==> config.mk <==
export PLATFORM = sky130hd
export DESIGN_NAME = range_delta_uleb128_encoder_top
export DESIGN_NICKNAME = d
export VERILOG_FILES = /design/src/design/rduleb_pkg.sv /design/src/design/range_delta_uleb128_encoder_top.sv
export SDC_FILE = /design/constraint.sdc
export NUM_CORES = 1
export LEC_CHECK = 0
export ABC_AREA = 1
export ABC_CLOCK_PERIOD_IN_PS = 8800
export BUFFER_PORTS_ARGS = -buffer_cell sky130_fd_sc_hd__buf_4
export CORE_ASPECT_RATIO = 0.7
export CORE_UTILIZATION = 50
export DETAILED_ROUTE_END_ITERATION = 8
export PLACE_DENSITY = 0.79
export SLEW_MARGIN = 20
export SYNTH_ARGS = -nofsm -noshare
export SYNTH_HDL_FRONTEND = slang
export SYNTH_SLANG_ARGS = --single-unit
export TNS_END_PERCENT = 10
==> constraint.sdc <==
create_clock -name clk -period 8.8 [get_ports clk]
set_input_delay 0 -clock clk [delete_from_list [all_inputs] [get_ports clk]]
set_output_delay 0 -clock clk [all_outputs]
set_load 0.05 [all_outputs]
==> src/design/rduleb_pkg.sv <==
// Package for the range delta ULEB128 encoder.
// Holds the digit widths, ULEB128 constants and the sequencer state type.
// Depends on nothing; imported by range_delta_uleb128_encoder_top.
package rduleb_pkg;

	localparam int VALUE_W   = 64;
	localparam int DIGIT_W   = 8;
	localparam int NUM_DIGITS = VALUE_W / DIGIT_W;
	localparam int CNT_W     = $clog2(NUM_DIGITS);
	localparam int GROUP_W   = 7;
	localparam int BYTE_W    = 8;

	localparam logic [CNT_W-1:0] LAST_DIGIT = CNT_W'(NUM_DIGITS - 1);

	typedef enum logic [3:0] {
		S_IDLE = 4'b0001,
		S_CALC = 4'b0010,
		S_GAP  = 4'b0100,
		S_LEN  = 4'b1000
	} state_t;

endpackage

==> src/design/range_delta_uleb128_encoder_top.sv <==
// Range delta ULEB128 encoder: filters ranges, codes them against the previous end.
// Serial byte-digit arithmetic followed by 7-bit group emission.
// Depends on rduleb_pkg.
//
// Channel  Direction  Handshake               Payload
// s_axis   in         s_axis_tvalid/tready    tdata {range_length, range_offset}, tuser restart
// m_axis   out        m_axis_tvalid/tready    tdata code_byte, tlast last_of_range
// cfg      in         cfg_valid/cfg_ready     cfg_data minimum kept range length
//
// A range is transferred, then runs byte-serial arithmetic over its eight digits through
// four separate 8-bit adders, then emits one ULEB128 byte per cycle unless the output
// stalls (2 to 20 bytes). A skipped range frees the input once the arithmetic ends.
// The output register lets a new range transfer while the last byte still waits.
// A stalled output holds the byte sequencer, and configuration waits out the arithmetic
// cycles; reset clears the previous end and the minimum length.
module range_delta_uleb128_encoder_top
	import rduleb_pkg::*;
(
	input  logic                 clk,
	input  logic                 arst_n,
	input  logic                 s_axis_tvalid,
	output logic                 s_axis_tready,
	// [63:0] range_offset, [127:64] range_length
	input  logic [2*VALUE_W-1:0] s_axis_tdata,
	// [0] restart
	input  logic                 s_axis_tuser,
	output logic                 m_axis_tvalid,
	input  logic                 m_axis_tready,
	// [7:0] code_byte
	output logic [BYTE_W-1:0]    m_axis_tdata,
	output logic                 m_axis_tlast,
	input  logic                 cfg_valid,
	output logic                 cfg_ready,
	input  logic [VALUE_W-1:0]   cfg_data
);

	state_t               state_q;
	logic [CNT_W-1:0]     cnt_q;
	logic [VALUE_W-1:0]   off_q;
	logic [VALUE_W-1:0]   len_q;
	logic [VALUE_W-1:0]   end_q;
	logic [VALUE_W-1:0]   prev_q;
	logic [VALUE_W-1:0]   min_q;
	logic                 c_gap_q;
	logic                 c_lm1_q;
	logic                 c_cmp_q;
	logic                 c_end_q;
	logic [BYTE_W-1:0]    out_data_q;
	logic                 out_last_q;
	logic                 out_valid_q;

	logic                 in_xfer;
	logic                 out_free;
	logic                 out_load;
	logic                 first_d;
	logic [VALUE_W-1:0]   prev_start;
	logic [DIGIT_W:0]     sum_gap;
	logic [DIGIT_W:0]     sum_lm1;
	logic [DIGIT_W:0]     sum_cmp;
	logic [DIGIT_W:0]     sum_end;
	logic [VALUE_W-1:0]   emit_v;
	logic                 emit_more;
	logic [BYTE_W-1:0]    emit_byte;

	assign s_axis_tready = (state_q == S_IDLE);
	assign cfg_ready     = (state_q != S_CALC);
	assign in_xfer       = s_axis_tvalid && s_axis_tready;
	assign out_free      = !out_valid_q || m_axis_tready;
	assign out_load      = ((state_q == S_GAP) || (state_q == S_LEN)) && out_free;

	assign m_axis_tvalid = out_valid_q;
	assign m_axis_tdata  = out_data_q;
	assign m_axis_tlast  = out_last_q;

	assign prev_start = s_axis_tuser ? '0 : prev_q;
	assign first_d    = (prev_start == '0);

	assign sum_gap = {1'b0, off_q[DIGIT_W-1:0]} + {1'b0, ~prev_q[DIGIT_W-1:0]}
		+ {{DIGIT_W{1'b0}}, c_gap_q};
	assign sum_lm1 = {1'b0, len_q[DIGIT_W-1:0]} + {1'b0, {DIGIT_W{1'b1}}}
		+ {{DIGIT_W{1'b0}}, c_lm1_q};
	assign sum_cmp = {1'b0, len_q[DIGIT_W-1:0]} + {1'b0, ~min_q[DIGIT_W-1:0]}
		+ {{DIGIT_W{1'b0}}, c_cmp_q};
	assign sum_end = {1'b0, off_q[DIGIT_W-1:0]} + {1'b0, len_q[DIGIT_W-1:0]}
		+ {{DIGIT_W{1'b0}}, c_end_q};

	assign emit_v    = (state_q == S_GAP) ? off_q : len_q;
	assign emit_more = |emit_v[VALUE_W-1:GROUP_W];
	assign emit_byte = {emit_more, emit_v[GROUP_W-1:0]};

	always_ff @(posedge clk or negedge arst_n) begin
		if (!arst_n) begin
			state_q     <= S_IDLE;
			cnt_q       <= '0;
			prev_q      <= '0;
			min_q       <= '0;
			out_valid_q <= 1'b0;
		end else begin
			if (cfg_valid && cfg_ready) begin
				min_q <= cfg_data;
			end
			if (out_load) begin
				out_valid_q <= 1'b1;
			end else if (m_axis_tready) begin
				out_valid_q <= 1'b0;
			end
			unique case (state_q)
				S_IDLE: begin
					if (in_xfer) begin
						prev_q  <= prev_start;
						cnt_q   <= '0;
						state_q <= S_CALC;
					end
				end
				S_CALC: begin
					min_q  <= {min_q[DIGIT_W-1:0], min_q[VALUE_W-1:DIGIT_W]};
					cnt_q  <= cnt_q + 1'b1;
					if (cnt_q == LAST_DIGIT && sum_cmp[DIGIT_W]) begin
						prev_q  <= {sum_end[DIGIT_W-1:0], end_q[VALUE_W-1:DIGIT_W]};
						state_q <= S_GAP;
					end else begin
						prev_q <= {prev_q[DIGIT_W-1:0], prev_q[VALUE_W-1:DIGIT_W]};
						if (cnt_q == LAST_DIGIT) begin
							state_q <= S_IDLE;
						end
					end
				end
				S_GAP: begin
					if (out_free && !emit_more) begin
						state_q <= S_LEN;
					end
				end
				S_LEN: begin
					if (out_free && !emit_more) begin
						state_q <= S_IDLE;
					end
				end
				default: begin
					state_q <= S_IDLE;
				end
			endcase
		end
	end

	always_ff @(posedge clk) begin
		unique case (state_q)
			S_IDLE: begin
				if (in_xfer) begin
					off_q   <= s_axis_tdata[VALUE_W-1:0];
					len_q   <= s_axis_tdata[2*VALUE_W-1:VALUE_W];
					c_gap_q <= first_d;
					c_lm1_q <= 1'b0;
					c_cmp_q <= 1'b1;
					c_end_q <= 1'b0;
				end
			end
			S_CALC: begin
				off_q   <= {sum_gap[DIGIT_W-1:0], off_q[VALUE_W-1:DIGIT_W]};
				len_q   <= {sum_lm1[DIGIT_W-1:0], len_q[VALUE_W-1:DIGIT_W]};
				end_q   <= {sum_end[DIGIT_W-1:0], end_q[VALUE_W-1:DIGIT_W]};
				c_gap_q <= sum_gap[DIGIT_W];
				c_lm1_q <= sum_lm1[DIGIT_W];
				c_cmp_q <= sum_cmp[DIGIT_W];
				c_end_q <= sum_end[DIGIT_W];
			end
			S_GAP: begin
				if (out_free) begin
					out_data_q <= emit_byte;
					out_last_q <= 1'b0;
					off_q      <= off_q >> GROUP_W;
				end
			end
			S_LEN: begin
				if (out_free) begin
					out_data_q <= emit_byte;
					out_last_q <= !emit_more;
					len_q      <= len_q >> GROUP_W;
				end
			end
			default: begin
			end
		endcase
	end

	a_keep_goes_to_gap: assert property (@(posedge clk) disable iff (!arst_n)
		(state_q == S_CALC && cnt_q == LAST_DIGIT && sum_cmp[DIGIT_W]) |=> (state_q == S_GAP))
		else $error("kept range did not start gap emission");

	a_last_has_no_continue: assert property (@(posedge clk) disable iff (!arst_n)
		(m_axis_tvalid && m_axis_tlast) |-> !m_axis_tdata[GROUP_W])
		else $error("final byte of a range carries the continuation bit");

	a_new_last_from_len: assert property (@(posedge clk) disable iff (!arst_n)
		(m_axis_tvalid && m_axis_tlast && !$past(m_axis_tvalid && !m_axis_tready))
		|-> $past(state_q == S_LEN))
		else $error("last byte loaded outside length emission");

endmodule

==> impl_results.md <==
* Status: finished with violations
* Failing checks: DRC
* Clock H-tree levels at 2
* Post-route setup slack at ~4.3 ns
* Max_cap viols at 0
* Bufs and invs on worst path at 4
* Total GRT Usage at 30.6%
* Clock Sinks at 333
* Peak VDD IR at 0.271 mV
* Slew headroom at between 20% and 30%
* Global-route wire length before repair at between 80000 and 90000 um
* Final setup vio count at 0
* Die W at around 220 um
* Chip height at 155 um
* CTS clk-pin slew, worst paths at approximately 0.060 ns
* Crit path kind: register to register
* Pwr dens at ~350 mW/mm^2
* CP max stage cell: buf_4
* Initial Utilization at between 50% and 60%
* Num ports at 210
* Reg area at around 0.0093 sq mm
* Vias in the first global route at 15000
* Arrival time at the worst endpoint at about 4.7 ns
* Sequential element share of the synthesized area at between 50% and 60%
* Initial DRT Pass Iterations at 8
* Setup TNS at 0 ns
* Share of the synthesized area in the top cell type at around 35%
* CTS tree: yes
* CTS Buffer Depth at 3
* Setup Fix Bufs, Post-CTS at 0
* Net count, final at 2297
* Post-Route WL at roughly 52000 um
* Grt ovf at 0
* Post-CTS sizing at 0
* Dpl ws at 4.17 ns
* PortBufs at approximately 210
* Pleak at roughly 0.0091 uW
* #FFs+latches synth at 333
* YS warnings at 0
* Gpl congestion at 0.911
* Fin crit share at 51.5%
* CP max FO at a little over 80
* Avg Inst Size Synth at roughly 9.6 sq um
* Area Growth Syn to Fin at 29.1%
* Worst-case reg-to-reg path depth at 9
* CP top delay family: buffers and inverters
* HPWL Detailed at about 30000 um
* Die Area at ~0.034 sq mm
* Levels on crit path at 9
* Routed WL per cell at about 21 um
* Netlist Area Pre-Place at ~0.017 sq mm
* RSZ-0062 raised after global routing: no
* CTS buffer count at 34
* Final Skew at 0.0262 ns
* Antenna violations before repair at 3
* Worst min path class: input port to async pin
* Iter 0 DRT Violations at about 2300
* Most frequent cells in the layout: 327 x nand2_1, 220 x buf_4, 197 x edfxtp_1, 196 x dlygate4sd3_1, 195 x inv_1
* Dominant synthesized flop cell: edfxtp_1
* CP Launch Type: register
* Fillcell total at roughly 2300
* Multi-input gate area at 0.00612 sq mm
* Net Count, Synth at around 2000
* Remaining antenna violation count at 0
* CP Cell Sequence: nor2_1 -> nand3_4 -> clkinv_2 -> buf_4 -> nor2_4 -> inv_1 -> nor2_1 -> a211oi_4 -> buf_4
* Via density at between 6 and 7
* Mapped Cells at ~1700
* Residual DRC count at 5
* Core area at 0.0326 sq mm
* Fmax at approximately 220 MHz
* Max stage delay on crit path at between 0.9 and 1 ns
* Post-route minimum period at between 4 and 5 ns
* Final Hold Vio Count at 0
* Worst reg-to-reg setup slack at 4.27 ns
* Async S/R FF share, synth at approximately two fifths
* Proportion of layout cells with a drive suffix above 1 at between 10% and 20%
* Vias after detailed routing at about 16000
* Largest net degree at the start of global routing at around 220
* Synth area leaders: edfxtp_1 35%, dfrtp_1 20%, nand2_1 7.4%, o221ai_1 7.1%, nand3_1 5.0%
* Netlist cell types at 40
* Leading area contributor after synthesis: edfxtp_1
* Most common cell after layout, fill and taps aside: nand2_1
* Clock root cell: clkbuf_16
* Worst-margin pin slew at 1.13 ns
* Fin. max-slew vios at 0
* Number of cell rows at between 50 and 60
* Post-synth EDFFs at 197
* Critical path capture point type: register
* Worst EP required at a little under 9 ns
* Post-CTS Hold Buffers at 196
* Clock Latency Late Sink at roughly 0.53 ns
==> metrics by stage <==
stage / instances / cell area (sq um) / util (%) / hold slack (ns) / power, uW
detailed placement: 2264 / 18400 / 56.5 / 0.0372 / 5770
floorplan: 1739 / 16700 / - / -0.296 / 4930
CTS: 2521 / 21500 / 66.1 / 0.0722 / 7340
finish: 2524 / 21500 / 66.1 / 0.0560 / 7480
global route: 2524 / 21500 / 66.1 / 0.108 / 7880
global placement: 2264 / 18400 / 56.5 / 0.0384 / 5620
==> sequential cells by signal (all words and copies together), names as in the netlist <==
| signal | cells |
|---|---|
| state_q | 4 |
| m_axis_tlast | 1 |
| c_end_q | 1 |
| c_lm1_q | 1 |
| off_q | 64 |
| end_q | 56 |
| m_axis_tvalid | 1 |
| c_cmp_q | 1 |
| prev_q | 64 |
| min_q | 64 |
| len_q | 64 |
| m_axis_tdata | 8 |
| c_gap_q | 1 |
| cnt_q | 3 |
==> worst register-to-register path: cells and delay by family, from the launching register on <==
kind / cells / cell delay [ns]
flip-flops: 1 / 0.45
buffers and inverters: 4 / 2.33
AND/OR/NAND/NOR: 4 / 1.13
AO/OA/AOI/OAI: 1 / 0.22
==> cells in the mapped netlist, drive strengths merged, types with 2 or more instances <==
library cell  count
a211oi            3
a21boi            2
a21oi            14
a22o              2
a31oi           125
a32o              3
buf              70
clkbuf           54
dfrtp           135
edfxtp          197
fa                4
ha               26
inv             202
nand2           332
nand3           168
nand4             5
nor2            127
nor3              3
nor4              2
o211ai           56
o21ai            51
o221ai          135
o41ai             3
or2               5
xnor2             2
xor2              8
==> cell families after synthesis <==
| group | count (synthesis) | synth area share (%) |
|---|---|---|
| adders and majority gates | 30 | 2.43 |
| and+or+nand+nor | 643 | 16.2 |
| AOI/OAI and AO/OA | 397 | 17.1 |
| xor gates and xnor gates | 10 | 0.525 |
| buffers and inverters | 326 | 7.89 |
| DFF | 333 | 55.9 |
==> area by class of cell <==
class / instances / share of cell area (%)
sequential: 333 / 43.3
multi-input combinational: 1080 / 28.4
timing repair buffer: 418 / 16.9
clock buffer: 52 / 4.74
inverter: 202 / 3.53
tap: 427 / 2.48
clock inverter: 9 / 0.558
antenna: 3 / 0.0349
==> where the power goes <==
part / total, uW / leakage [uW] / switching (uW) / internal, uW
Combinational: 2790 / 0.00502 / 1890 / 900
Sequential: 3180 / 0.00349 / 575 / 2600
Clock: 1510 / 0.000558 / 621 / 890
==> worst paths after layout <==
path / start / endpoint
max reg2reg: state_q[3]$_DFFE_PN0P_ / off_q[37]$_DFFE_PP_
max in group asynchronous: arst_n / min_q[23]$_DFFE_PN0P_
min: arst_n / prev_q[2]$_DFFE_PN0P_
max: state_q[3]$_DFFE_PN0P_ / off_q[37]$_DFFE_PP_
min reg2reg: end_q[34]$_DFFE_PP_ / end_q[26]$_DFFE_PP_
min in group clk: cfg_valid / min_q[53]$_DFFE_PN0P_
==> routing by layer <==
metal / share of wire [%] / wire length (um) / global-route usage [%]
met1: 40 / 21100 / 44.2
met2: 46 / 24100 / 46.8
met3: 11 / 5550 / 5.64
met4: 2.9 / 1540 / 9.56
met5: 0 / 0 / 0
(Power assumes the default switching activity.)
